[config.mk]
export PLATFORM = sky130hd
export DESIGN_NAME = rc_frame_channel_decoder_core_flat
export DESIGN_NICKNAME = d
export VERILOG_FILES = /design/src/rcfd_pkg.sv /design/src/rcfd_if.sv /design/src/rcfd_frame_collect.sv /design/src/rcfd_scale.sv /design/src/rc_frame_channel_decoder_core.sv /design/src/flat_wrapper.sv
export SDC_FILE = /design/constraint.sdc
export NUM_CORES = 2
export LEC_CHECK = 0
export ABC_CLOCK_PERIOD_IN_PS = 8100
export BUFFER_PORTS_ARGS = -buffer_cell sky130_fd_sc_hd__buf_2
export CORE_ASPECT_RATIO = 1.75
export CORE_UTILIZATION = 46
export DETAILED_ROUTE_END_ITERATION = 16
export SYNTH_ARGS = -nofsm -noshare
export SYNTH_HDL_FRONTEND = slang
export SYNTH_SLANG_ARGS = --single-unit
[constraint.sdc]
create_clock -name clock -period 8.1 [get_ports clock]
set_input_delay 0.405 -clock clock [delete_from_list [all_inputs] [get_ports clock]]
set_output_delay 0.405 -clock clock [all_outputs]
set_load 0.1 [all_outputs]
[src/rcfd_pkg.sv]
// Shared types, constants and scaling functions for the RC frame decoder.
package rcfd_pkg;

   localparam int FRAME_LENGTH = 18;
   localparam int POS_WIDTH    = $clog2(FRAME_LENGTH + 1);
   localparam int IDX_WIDTH    = $clog2(FRAME_LENGTH);

   localparam logic [15:0] FRAME_GAP_RESET = 16'd100;

   // Channel scaling: floor((758 * x + 624242) / 1000)
   localparam int NUM_WIDTH = 26;
   localparam logic [9:0]  SCALE_MUL    = 10'd758;
   localparam logic [19:0] SCALE_OFFSET = 20'd624242;

   // Divide by 1000 as multiply by ceil(2^36 / 1000); exact for all 26-bit numerators
   localparam int RECIP_SHIFT = 36;
   localparam int RECIP_WIDTH = 27;
   localparam logic [RECIP_WIDTH-1:0] RECIP_1000 = 27'd68719477;
   localparam int PROD_WIDTH = NUM_WIDTH + RECIP_WIDTH;

   localparam logic [10:0] SWITCH_LOW  = 11'd400;
   localparam logic [10:0] SWITCH_MID1 = 11'd900;
   localparam logic [10:0] SWITCH_MID2 = 11'd1400;
   localparam logic [10:0] SWITCH_HIGH = 11'd1900;

   typedef struct packed {
      logic        valid;
      logic [10:0] ch0;
      logic [10:0] ch1;
      logic [10:0] ch2;
      logic [10:0] ch3;
      logic [1:0]  sw_a;
      logic [1:0]  sw_b;
      logic [15:0] ch6;
   } frame_beat_type;

   typedef struct packed {
      logic [NUM_WIDTH-1:0] n0;
      logic [NUM_WIDTH-1:0] n1;
      logic [NUM_WIDTH-1:0] n2;
      logic [NUM_WIDTH-1:0] n3;
      logic [NUM_WIDTH-1:0] n6;
      logic [10:0]          sw_a;
      logic [10:0]          sw_b;
   } numer_type;

   function automatic logic [NUM_WIDTH-1:0] scale_numer(input logic [15:0] x);
      logic [NUM_WIDTH-1:0] prod;
      prod = NUM_WIDTH'(x) * NUM_WIDTH'(SCALE_MUL);
      return prod + NUM_WIDTH'(SCALE_OFFSET);
   endfunction

   function automatic logic [15:0] div_1000(input logic [NUM_WIDTH-1:0] n);
      logic [PROD_WIDTH-1:0] prod;
      prod = PROD_WIDTH'(n) * PROD_WIDTH'(RECIP_1000);
      return prod[RECIP_SHIFT +: 16];
   endfunction

   function automatic logic [10:0] switch_value(input logic [1:0] v);
      logic [10:0] res;
      case (v)
         2'd0:    res = SWITCH_LOW;
         2'd1:    res = SWITCH_MID1;
         2'd2:    res = SWITCH_MID2;
         default: res = SWITCH_HIGH;
      endcase
      return res;
   endfunction

endpackage

[src/rcfd_if.sv]
// Channel interfaces of the RC frame decoder: byte input, result output, gap register write.
interface rcfd_req_if;
   logic        valid;
   logic        ready;
   logic [7:0]  rx_byte;
   logic [31:0] arrival_time_us;
   modport source (output valid, rx_byte, arrival_time_us, input ready);
   modport sink   (input valid, rx_byte, arrival_time_us, output ready);
endinterface

interface rcfd_rsp_if;
   logic        valid;
   logic        ready;
   logic [11:0] stick_ch0;
   logic [11:0] stick_ch1;
   logic [11:0] stick_ch2;
   logic [11:0] stick_ch3;
   logic [10:0] switch_a;
   logic [10:0] switch_b;
   logic [15:0] wheel_ch6;
   modport source (output valid, stick_ch0, stick_ch1, stick_ch2, stick_ch3,
                   switch_a, switch_b, wheel_ch6, input ready);
   modport sink   (input valid, stick_ch0, stick_ch1, stick_ch2, stick_ch3,
                   switch_a, switch_b, wheel_ch6, output ready);
endinterface

interface rcfd_csr_if;
   logic        valid;
   logic        ready;
   logic [15:0] frame_gap_us;
   modport source (output valid, frame_gap_us, input ready);
   modport sink   (input valid, frame_gap_us, output ready);
endinterface

[src/rcfd_frame_collect.sv]
// Frame sync and byte collection; registers the raw channel fields of a complete frame.
module rcfd_frame_collect (
   input  logic                    clock,
   input  logic                    reset,
   rcfd_req_if.sink                req_bus,
   input  logic [15:0]             frame_gap_us,
   input  logic                    raw_ready,
   output rcfd_pkg::frame_beat_type raw_beat
);
   import rcfd_pkg::*;

   logic [7:0]           frame_bytes_ff [FRAME_LENGTH];
   logic [POS_WIDTH-1:0] byte_pos_ff, byte_pos_in;
   logic [31:0]          prev_time_ff, prev_time_in;
   frame_beat_type       raw_ff, raw_in;

   logic                 accept;
   logic                 raw_free;
   logic [31:0]          elapsed;
   logic                 gap;
   logic [POS_WIDTH-1:0] pos_eff;
   logic                 store;
   logic                 complete;

   assign raw_free      = !raw_ff.valid || raw_ready;
   assign req_bus.ready = raw_free;
   assign accept        = req_bus.valid && raw_free;

   assign elapsed  = req_bus.arrival_time_us - prev_time_ff;
   assign gap      = elapsed >= {16'd0, frame_gap_us};
   assign pos_eff  = gap ? '0 : byte_pos_ff;
   // a frame only starts on a gap; a full frame ignores bytes until the next gap
   assign store    = accept && (gap || (byte_pos_ff != '0)) &&
                     (pos_eff < POS_WIDTH'(FRAME_LENGTH));
   assign complete = store && (pos_eff == POS_WIDTH'(FRAME_LENGTH - 1));

   always_comb begin
      byte_pos_in  = byte_pos_ff;
      prev_time_in = prev_time_ff;
      if (accept) begin
         prev_time_in = req_bus.arrival_time_us;
         if (store) begin
            byte_pos_in = pos_eff + POS_WIDTH'(1);
         end
      end
   end

   always_comb begin
      raw_in = raw_ff;
      if (raw_free) begin
         raw_in.valid = complete;
         raw_in.ch0   = {frame_bytes_ff[1][2:0], frame_bytes_ff[0]};
         raw_in.ch1   = {frame_bytes_ff[2][5:0], frame_bytes_ff[1][7:3]};
         raw_in.ch2   = {frame_bytes_ff[4][0], frame_bytes_ff[3], frame_bytes_ff[2][7:6]};
         raw_in.ch3   = {frame_bytes_ff[5][3:0], frame_bytes_ff[4][7:1]};
         raw_in.sw_a  = frame_bytes_ff[5][7:6];
         raw_in.sw_b  = frame_bytes_ff[5][5:4];
         // last byte comes straight from the input beat
         raw_in.ch6   = {req_bus.rx_byte, frame_bytes_ff[FRAME_LENGTH-2]};
      end
   end

   always_ff @(posedge clock) begin
      if (reset) begin
         byte_pos_ff  <= '0;
         prev_time_ff <= '0;
         raw_ff       <= '0;
      end else begin
         byte_pos_ff  <= byte_pos_in;
         prev_time_ff <= prev_time_in;
         raw_ff       <= raw_in;
      end
   end

   always_ff @(posedge clock) begin
      if (store) begin
         frame_bytes_ff[pos_eff[IDX_WIDTH-1:0]] <= req_bus.rx_byte;
      end
   end

   assign raw_beat = raw_ff;

endmodule

[src/rcfd_scale.sv]
// Two-stage channel scaling: numerator multiply-add, then divide by 1000 into the result register.
module rcfd_scale (
   input  logic                     clock,
   input  logic                     reset,
   input  rcfd_pkg::frame_beat_type raw_beat,
   output logic                     raw_ready,
   rcfd_rsp_if.source               rsp_bus
);
   import rcfd_pkg::*;

   logic      numer_valid_ff, numer_valid_in;
   numer_type numer_ff, numer_in;
   logic      rsp_valid_ff, rsp_valid_in;
   logic [11:0] ch0_ff, ch1_ff, ch2_ff, ch3_ff;
   logic [10:0] sw_a_ff, sw_b_ff;
   logic [15:0] ch6_ff;

   logic out_free;
   logic numer_free;
   logic [15:0] q0, q1, q2, q3, q6;

   assign out_free   = !rsp_valid_ff || rsp_bus.ready;
   assign numer_free = !numer_valid_ff || out_free;
   assign raw_ready  = numer_free;

   always_comb begin
      numer_valid_in = numer_valid_ff;
      numer_in       = numer_ff;
      if (numer_free) begin
         numer_valid_in = raw_beat.valid;
         numer_in.n0    = scale_numer({5'd0, raw_beat.ch0});
         numer_in.n1    = scale_numer({5'd0, raw_beat.ch1});
         numer_in.n2    = scale_numer({5'd0, raw_beat.ch2});
         numer_in.n3    = scale_numer({5'd0, raw_beat.ch3});
         numer_in.n6    = scale_numer(raw_beat.ch6);
         numer_in.sw_a  = switch_value(raw_beat.sw_a);
         numer_in.sw_b  = switch_value(raw_beat.sw_b);
      end
   end

   assign q0 = div_1000(numer_ff.n0);
   assign q1 = div_1000(numer_ff.n1);
   assign q2 = div_1000(numer_ff.n2);
   assign q3 = div_1000(numer_ff.n3);
   assign q6 = div_1000(numer_ff.n6);

   assign rsp_valid_in = out_free ? numer_valid_ff : rsp_valid_ff;

   always_ff @(posedge clock) begin
      if (reset) begin
         numer_valid_ff <= 1'b0;
         rsp_valid_ff   <= 1'b0;
      end else begin
         numer_valid_ff <= numer_valid_in;
         rsp_valid_ff   <= rsp_valid_in;
      end
   end

   always_ff @(posedge clock) begin
      numer_ff <= numer_in;
      // hold the result while the receiver stalls
      if (out_free) begin
         ch0_ff  <= q0[11:0];
         ch1_ff  <= q1[11:0];
         ch2_ff  <= q2[11:0];
         ch3_ff  <= q3[11:0];
         sw_a_ff <= numer_ff.sw_a;
         sw_b_ff <= numer_ff.sw_b;
         ch6_ff  <= q6;
      end
   end

   assign rsp_bus.valid     = rsp_valid_ff;
   assign rsp_bus.stick_ch0 = ch0_ff;
   assign rsp_bus.stick_ch1 = ch1_ff;
   assign rsp_bus.stick_ch2 = ch2_ff;
   assign rsp_bus.stick_ch3 = ch3_ff;
   assign rsp_bus.switch_a  = sw_a_ff;
   assign rsp_bus.switch_b  = sw_b_ff;
   assign rsp_bus.wheel_ch6 = ch6_ff;

endmodule

[src/rc_frame_channel_decoder_core.sv]
// Top level of the RC frame decoder: gap register, frame collection and channel scaling.
//
// Usage:
//   req_bus  - one beat per received serial byte with its microsecond timestamp.
//              A byte at least frame_gap_us after the previous one starts a frame;
//              bytes before the first gap and after a full 18-byte frame are dropped.
//   rsp_bus  - one beat per complete frame carrying four scaled sticks, two
//              switches and the scaled wheel value.
//   csr_bus  - writes frame_gap_us; always ready, write only while idle.
// Result path: after the beat of a frame's last byte the field, numerator and
//   result registers load in turn; rsp_bus.valid rises as the result register loads.
// Throughput: one byte per cycle while req_bus.ready is high, each byte updating the
//   frame state as it arrives; an unstalled scaling stage takes a new frame every cycle.
// Reset: clears the byte position, the previous timestamp (gap measured from
//   time zero) and all stage valids; frame_gap_us returns to 100.
// Stall: a result held on rsp_bus backs up the scaling stages; req_bus.ready
//   drops only when the raw field register is full and cannot advance.
module rc_frame_channel_decoder_core (
   input  logic       clock,
   input  logic       reset,
   rcfd_req_if.sink   req_bus,
   rcfd_rsp_if.source rsp_bus,
   rcfd_csr_if.sink   csr_bus
);
   import rcfd_pkg::*;

   logic [15:0]    frame_gap_ff, frame_gap_in;
   frame_beat_type raw_beat;
   logic           raw_ready;

   assign csr_bus.ready = 1'b1;
   assign frame_gap_in  = csr_bus.valid ? csr_bus.frame_gap_us : frame_gap_ff;

   always_ff @(posedge clock) begin
      if (reset) begin
         frame_gap_ff <= FRAME_GAP_RESET;
      end else begin
         frame_gap_ff <= frame_gap_in;
      end
   end

   rcfd_frame_collect u_collect (
      .clock        (clock),
      .reset        (reset),
      .req_bus      (req_bus),
      .frame_gap_us (frame_gap_ff),
      .raw_ready    (raw_ready),
      .raw_beat     (raw_beat)
   );

   rcfd_scale u_scale (
      .clock     (clock),
      .reset     (reset),
      .raw_beat  (raw_beat),
      .raw_ready (raw_ready),
      .rsp_bus   (rsp_bus)
   );

endmodule

[src/flat_wrapper.sv]
// flat-port wrapper written by rule: the top's interface ports become plain ports
module rc_frame_channel_decoder_core_flat import rcfd_pkg::*;
  (clock, reset, req_bus_valid, req_bus_rx_byte, req_bus_arrival_time_us, req_bus_ready, rsp_bus_valid, rsp_bus_stick_ch0, rsp_bus_stick_ch1, rsp_bus_stick_ch2, rsp_bus_stick_ch3, rsp_bus_switch_a, rsp_bus_switch_b, rsp_bus_wheel_ch6, rsp_bus_ready, csr_bus_valid, csr_bus_frame_gap_us, csr_bus_ready);
  rcfd_req_if req_bus_i ();
  rcfd_rsp_if rsp_bus_i ();
  rcfd_csr_if csr_bus_i ();
  input  logic clock;
  input  logic reset;
  input wire logic [$bits(req_bus_i.valid)-1:0] req_bus_valid;
  input wire logic [$bits(req_bus_i.rx_byte)-1:0] req_bus_rx_byte;
  input wire logic [$bits(req_bus_i.arrival_time_us)-1:0] req_bus_arrival_time_us;
  output wire logic [$bits(req_bus_i.ready)-1:0] req_bus_ready;
  output wire logic [$bits(rsp_bus_i.valid)-1:0] rsp_bus_valid;
  output wire logic [$bits(rsp_bus_i.stick_ch0)-1:0] rsp_bus_stick_ch0;
  output wire logic [$bits(rsp_bus_i.stick_ch1)-1:0] rsp_bus_stick_ch1;
  output wire logic [$bits(rsp_bus_i.stick_ch2)-1:0] rsp_bus_stick_ch2;
  output wire logic [$bits(rsp_bus_i.stick_ch3)-1:0] rsp_bus_stick_ch3;
  output wire logic [$bits(rsp_bus_i.switch_a)-1:0] rsp_bus_switch_a;
  output wire logic [$bits(rsp_bus_i.switch_b)-1:0] rsp_bus_switch_b;
  output wire logic [$bits(rsp_bus_i.wheel_ch6)-1:0] rsp_bus_wheel_ch6;
  input wire logic [$bits(rsp_bus_i.ready)-1:0] rsp_bus_ready;
  input wire logic [$bits(csr_bus_i.valid)-1:0] csr_bus_valid;
  input wire logic [$bits(csr_bus_i.frame_gap_us)-1:0] csr_bus_frame_gap_us;
  output wire logic [$bits(csr_bus_i.ready)-1:0] csr_bus_ready;
  assign req_bus_i.valid = req_bus_valid;
  assign req_bus_i.rx_byte = req_bus_rx_byte;
  assign req_bus_i.arrival_time_us = req_bus_arrival_time_us;
  assign req_bus_ready = req_bus_i.ready;
  assign rsp_bus_valid = rsp_bus_i.valid;
  assign rsp_bus_stick_ch0 = rsp_bus_i.stick_ch0;
  assign rsp_bus_stick_ch1 = rsp_bus_i.stick_ch1;
  assign rsp_bus_stick_ch2 = rsp_bus_i.stick_ch2;
  assign rsp_bus_stick_ch3 = rsp_bus_i.stick_ch3;
  assign rsp_bus_switch_a = rsp_bus_i.switch_a;
  assign rsp_bus_switch_b = rsp_bus_i.switch_b;
  assign rsp_bus_wheel_ch6 = rsp_bus_i.wheel_ch6;
  assign rsp_bus_i.ready = rsp_bus_ready;
  assign csr_bus_i.valid = csr_bus_valid;
  assign csr_bus_i.frame_gap_us = csr_bus_frame_gap_us;
  assign csr_bus_ready = csr_bus_i.ready;
  rc_frame_channel_decoder_core u_core (.clock(clock), .reset(reset), .req_bus(req_bus_i), .rsp_bus(rsp_bus_i), .csr_bus(csr_bus_i));
endmodule
== Yosys cells after proc, flatten, opt, wreduce, memory -nomap -nowiden ==
Memory sizes are Yosys's and may differ from the RTL's. A register that Yosys moved wholly into a read port is not among the register bits.
Cells that the tools add are included.

* Bits in registers: 310
* Bits in latches: 0
* RAM bits: 144
* Bits in read-only memories: 0
* Input port bits: 61
* Word-level logic and storage cells: 66
* Memories: 1

{| class="wikitable"
|+ Memory list
! memory !! words !! bits a word !! read ports !! clocked after Yosys merged registers in !! wr ports !! RTL line !! text
|-
| u_core.u_collect.frame_bytes_ff || 18 || 8 || 7 || 7 || 1 || rcfd_frame_collect.sv:12 || <nowiki>logic [7:0] frame_bytes_ff [FRAME_LENGTH];</nowiki>
|}

* Add/subtract/negate cells: 7
* Multipliers: 10
* Divide/modulo/power cells: 0
* Order comparisons: 2
* Equality and inequality tests: 5
* Shift operators: 0
* Multiplexer cells: 5
* Bitwise gates (word level): 0
* Reductions and logical operators: 15

{| class="wikitable"
|+ Operators with widths
! kind !! number
|-
| $mul A26 B27 Y48 const B || 4
|-
| $add A21 B20 Y22 const B || 4
|-
| $mul A11 B9 Y20 const B || 4
|-
| $pmux W11 S3 || 2
|-
| $mul A26 B27 Y52 const B || 1
|-
| $ge A32 B16 Y1 || 1
|-
| $sub A32 B32 Y32 || 1
|-
| $add A26 B20 Y26 const B || 1
|-
| $mul A16 B9 Y25 const B || 1
|-
| $add A5 B1 Y5 const B || 1
|-
| $eq A5 B5 Y1 const B || 1
|-
| $lt A5 B5 Y1 const B || 1
|-
| $mux W5 || 1
|-
| $reduce_bool A5 Y1 || 1
|-
| $eq A2 B1 Y1 const B || 2
|-
| $eq A2 B2 Y1 const B || 2
|-
| $logic_and A1 B1 Y1 || 4
|-
| $logic_not A2 Y1 || 2
|-
| $logic_or A1 B1 Y1 || 4
|-
| $logic_not A1 Y1 || 3
|-
| $mux W1 || 2
|-
| $reduce_and A2 Y1 || 1
|}

== Logic depth before layout (Yosys ltp) ==
* Depth after elaboration: 9
* Depth in mapped cells: 27
* Mapped depth without buffers: 27

== Cells and area by module ==
Synthesis repeated with hierarchy kept, for this count alone.

* Cells, all modules: 7,158
* Area total of the unflattened synthesis: 71,014.4 µm²

{| class="wikitable"
|+ Modules (own cells, without submodules)
! module !! instances !! cells an instance !! area an instance (µm²) !! seq. area each (µm²)
|-
| rcfd_scale || 1 || 6,194 || 62,568.8 || 5,715.5
|-
| rcfd_frame_collect || 1 || 910 || 7,848.8 || 3,723.6
|-
| rc_frame_channel_decoder_core || 1 || 54 || 596.8 || 320.3
|}

== Worst setup path after synthesis ==
Ideal clock, no wire load.

* Path kind: register to register
* Start point: register u_core.u_scale.numer_ff[141] in the netlist's numbering
* End point: register u_core.u_scale.ch0_ff[10], in the netlist u_core.u_scale.rsp_bus.stick_ch0[10], data pin
* Setup time: 0.258 ns
* Data arrival time: 6.418 ns
* Required time: 7.842 ns
* Setup slack: 1.424 ns
* Stages on the path, launching flop included: 26
* Path buffers: 0
* Clock period less this slack: 6.676 ns
* Cell sequence: edfxtp_1 > inv_1 > ha_1 > fa_1 > inv_1 > fa_1 > inv_1 > fa_1 > inv_1 > fa_1 > fa_1 > inv_1 > fa_1 > inv_1 > ha_1 > a21o_1 > a21o_1 > a21oi_1 > nor2_1 > a2111oi_0 > a21oi_1 > a221oi_1 > nor2b_1 > a311o_1 > a21oi_1 > xnor2_1

* Cells in the longest elaborated chain, start to end: 1

{| class="wikitable"
|+ RTL lines
! item !! RTL line !! text
|-
| start, declared || rcfd_scale.sv:12 || <nowiki>numer_type numer_ff, numer_in;</nowiki>
|-
| start signal, assigned || rcfd_scale.sv:60 || <nowiki>numer_ff <= numer_in;</nowiki>
|-
| $mul A26 B27 Y48 || rcfd_pkg.sv:55 || <nowiki>prod = PROD_WIDTH'(n) * PROD_WIDTH'(RECIP_1000);</nowiki>
|-
| via u_core.u_scale.q0[10] || rcfd_scale.sv:20 || <nowiki>logic [15:0] q0, q1, q2, q3, q6;</nowiki>
|-
| end signal, assigned || rcfd_scale.sv:63 || <nowiki>ch0_ff <= q0[11:0];</nowiki>
|-
| end, declared || rcfd_scale.sv:14 || <nowiki>logic [11:0] ch0_ff, ch1_ff, ch2_ff, ch3_ff;</nowiki>
|}

The timed path passes the listed nets, and every way through them passes these cells.
A chain may end at the register's enable or synchronous reset.

== Worst setup path after layout ==
* Start point: register u_core.u_scale.numer_ff[111] in the netlist's numbering
* End point: register u_core.u_scale.ch1_ff[11], in the netlist u_core.u_scale.rsp_bus.stick_ch1[11], data pin

* Cells in the longest elaborated chain, start to end: 1

{| class="wikitable"
|+ RTL lines
! item !! RTL line !! text
|-
| $mul A26 B27 Y48 || rcfd_pkg.sv:55 ||
|-
| via u_core.u_scale.q1[11] || rcfd_scale.sv:20 ||
|-
| end signal, assigned || rcfd_scale.sv:64 || <nowiki>ch1_ff <= q1[11:0];</nowiki>
|-
| end, declared || rcfd_scale.sv:14 ||
|}

The timed path passes the listed nets, and every way through them passes these cells.

==> out/results.txt <==
IO buf count -> 142
CP Launch Type -> flop
WL final -> 170 mm
Top cell type's share of synthesized area -> 0.317
Chip width -> 297 um
Hold path cells -> 3
Worst-skew pair later-pin latency -> 680 ps
I/O pin count -> 150
Synth cell count leaders -> inv_1, ha_1, fa_1, nand2_1, a21oi_1
Synthesis warning total -> 0
GRT overflow -> 0
H-tree depth -> 2
Number of DRC markers in iteration 0 -> 1310
Synth Area in Adders -> 0.591
Post-synthesis mux area share -> 0.00259
Clock transition at path regs -> 60 ps
EDFF count, synth -> 245
Root Buffer -> clkbuf_16
Largest stage delay, worst path -> 670 ps
Worst-path fanout max -> 7
Layout area overhead -> 7.43%
Initial core utilization -> 0.463
Most common cell on crit path -> fa_1
Share of cells above drive strength 1 -> 0.0383
CTS tree -> done
Largest net degree at the start of global routing -> 76
Relative slew margins -> 0.269
Post-route ant nets -> 0
Min-delay worst type -> in -> reg
FF-to-FF path depth -> 23
Vias per cell -> 5.00
Die ar. -> 154000 um2
CTS Buffer Depth -> 3
WP buf/inv -> 4
Syn Area/Cell -> 9.97 um2
Worst Max-Slew Pin Slew -> 1090 ps
Die Height -> 519 um
Synth Instances -> 7032
Simple-gate share of the synthesized area -> 0.0503
Worst EP required -> 8490 ps
Initial antenna violation count -> 2
Vias in the first global route -> 52600
Status -> finished clean
Fin. Hold Viols -> 0
Core Box Area -> 151000 um2
Fin crit period -> 7560 ps
Critical path class -> reg -> reg
Post-CTS Setup Bufs -> 0
Distinct cells, synth -> 76
Final TNS setup -> 0 ps
Cell Area, Synth -> 70100 um2
Setup ws final -> 542 ps
Critical Path AT -> 7950 ps
Ys async rst share -> 0
Slew Viols, Final -> 0
Skew final -> 43.1 ps
Sequential fraction of the synthesis area -> 0.139
Via count -> 46400
Complex-gate fraction of the synthesized area -> 0.0644
Nets -> 9950
Most area-consuming cells after synthesis -> fa_1, ha_1, inv_1, edfxtp_1, dfxtp_1
Crit end category -> flop
Maxcap violations -> 0
Crit path max-delay family -> adder cells
Row cnt -> 189
Area leader, netlist -> fa_1
Top FF cell, synth -> edfxtp_1
DRT Pass-1 Iters -> 5
DR WL/cell -> 18.3 um
DP HPWL -> 151 mm
Largest family of logic cells by synthesized area -> adder cells
Utilization after layout -> 0.498
Setup WS pre-CTS -> 458 ps
CTS Buf Count -> 45
DRC violations left -> 0
Tot GR Track Use -> 0.229
CTS sink count -> 365
First-pass GRT wire length -> 274 mm
Max Clk Rate -> 0.132 GHz
Final Wtd Congestion -> 1.01
Setup Viol. Count Final -> 0
Worst-path cell chain -> inv_1, fa_1, fa_1, fa_1, fa_1, inv_1, fa_1, fa_1, inv_1, fa_1, inv_1, ha_1, nand4_1, nor2_1, o21ai_0, nor3_1, o21ai_0, a41oi_1, o221ai_1, o211ai_1, nor4_1, nor3_1, xor2_1
Final worst path period share -> 0.933
CP max stage cell -> edfxtp_1
Most numerous cell in the Yosys netlist -> inv_1
Xor/xnor cell area share of the yosys netlist -> 0.0297
Unrepaired setup endpoints after global routing -> no
WP depth -> 23
#FFs+latches synth -> 365
cells in the final DEF, fill, tap and decap left out, drive strengths merged, types with 25 or more instances in the layout:
cell         synthesis  routed
clkbuf              44      58
ha                1536    1536
nand4               31      31
a21oi              290     290
nand3               46      46
o211ai              29      29
xor2                94      94
buf                 24     180
a21o                88      88
nand2b              25      25
nand2              303     303
xnor2              141     141
dfxtp              120     120
nor3                44      44
nor2b               31      31
inv               2217    2232
edfxtp             245     245
dlygate4sd3          0      48
o21ai              102     102
fa                1109    1109
nor2               181     181
layout make-up:
cell class,count,area [um2]
timing repair buffer,228,1480
clock inverter,25,251
clock buffer,58,1240
fill,14200,76000
multi-input combinational,4387,51800
inverter,2217,8320
tap,2005,2510
sequential,365,9760
antenna,1,2.50
per-layer routing:
metal | GRT usage | vias up | part of all wire | wire, um
met5 | 0 | - | 0 | 0
met1 | 0.208 | 23000 | 0.32 | 55100
met4 | 0.155 | 0 | 0.081 | 13700
met3 | 0.0158 | 429 | 0.015 | 2570
met2 | 0.472 | 623 | 0.58 | 98600
li1 | - | 22300 | - | -
state kept, by name, indices dropped and copies added, names as in the netlist, 5 cells and up:
register / flops
u_core.u_scale.numer_ff: 117
u_core.u_collect.frame_bytes_ff: 56
u_core.frame_gap_ff: 16
u_core.u_scale.rsp_bus.stick_ch3: 12
u_core.u_scale.rsp_bus.stick_ch2: 12
u_core.u_scale.rsp_bus.stick_ch1: 12
u_core.u_collect.prev_time_ff: 32
u_core.u_collect.raw_beat: 65
u_core.u_collect.byte_pos_ff: 5
u_core.u_scale.rsp_bus.wheel_ch6: 16
u_core.u_scale.rsp_bus.stick_ch0: 12
metrics by stage:
| stage | instance area (um2) | hold WS (ps) | instances |
|---|---|---|---|
| after floorplan | 70100 | 400 | 7037 |
| after global placement | 73400 | 401 | 9154 |
| after detailed placement | 73400 | 406 | 9154 |
| after CTS | 75300 | 76.9 | 9285 |
| after global routing | 75300 | 108 | 9286 |
| final | 75300 | 140 | 9286 |
kinds of logic (layout without fill, tap and decap cells):
group / after synthesis / after routing
flops: 365 / 365
simple gates: 765 / 765
buf+inv: 2285 / 2528
compound gates: 716 / 716
other cells: 2 / 8
fa+ha+maj: 2645 / 2645
xor+xnor: 236 / 236
mux: 18 / 18
worst paths after layout:
| path | from | endpoint | slack (ps) |
|---|---|---|---|
| setup / recovery | u_core.u_scale.numer_ff[111]$_DFFE_PP_ | u_core.u_scale.rsp_bus.stick_ch1[11]$_DFFE_PP_ | 540 |
| hold / removal | req_bus_rx_byte[1] | u_core.u_collect.raw_beat[9]$_SDFFE_PP0N_ | 140 |
| setup reg to reg | u_core.u_scale.numer_ff[111]$_DFFE_PP_ | u_core.u_scale.rsp_bus.stick_ch1[11]$_DFFE_PP_ | 540 |
| hold reg to reg | u_core.u_scale.numer_ff[17]$_DFFE_PP_ | u_core.u_scale.rsp_bus.switch_a[6]$_DFFE_PP_ | 420 |
timing repair:
| action | in CTS | in global routing |
|---|---|---|
| endpoints found under the setup margin | 0 | 0 |
| hold endpoints to repair | 48 | 0 |
| hold buffers | 48 | 0 |
| gates resized for setup | 0 | 0 |
worst register-to-register path, stage by stage, from the launching register on:
cell	delay [ps]
edfxtp_1	670
inv_1	190
fa_1	500
fa_1	460
fa_1	460
fa_1	560
inv_1	60
fa_1	450
fa_1	520
inv_1	50
fa_1	470
inv_1	40
ha_1	330
nand4_1	210
nor2_1	150
o21ai_0	90
nor3_1	290
o21ai_0	330
a41oi_1	430
o221ai_1	270
o211ai_1	320
nor4_1	90
nor3_1	250
xor2_1	110
Power is not shown: default switching activity piles up to over one toggle a cycle in this logic, so the estimate is an artifact.
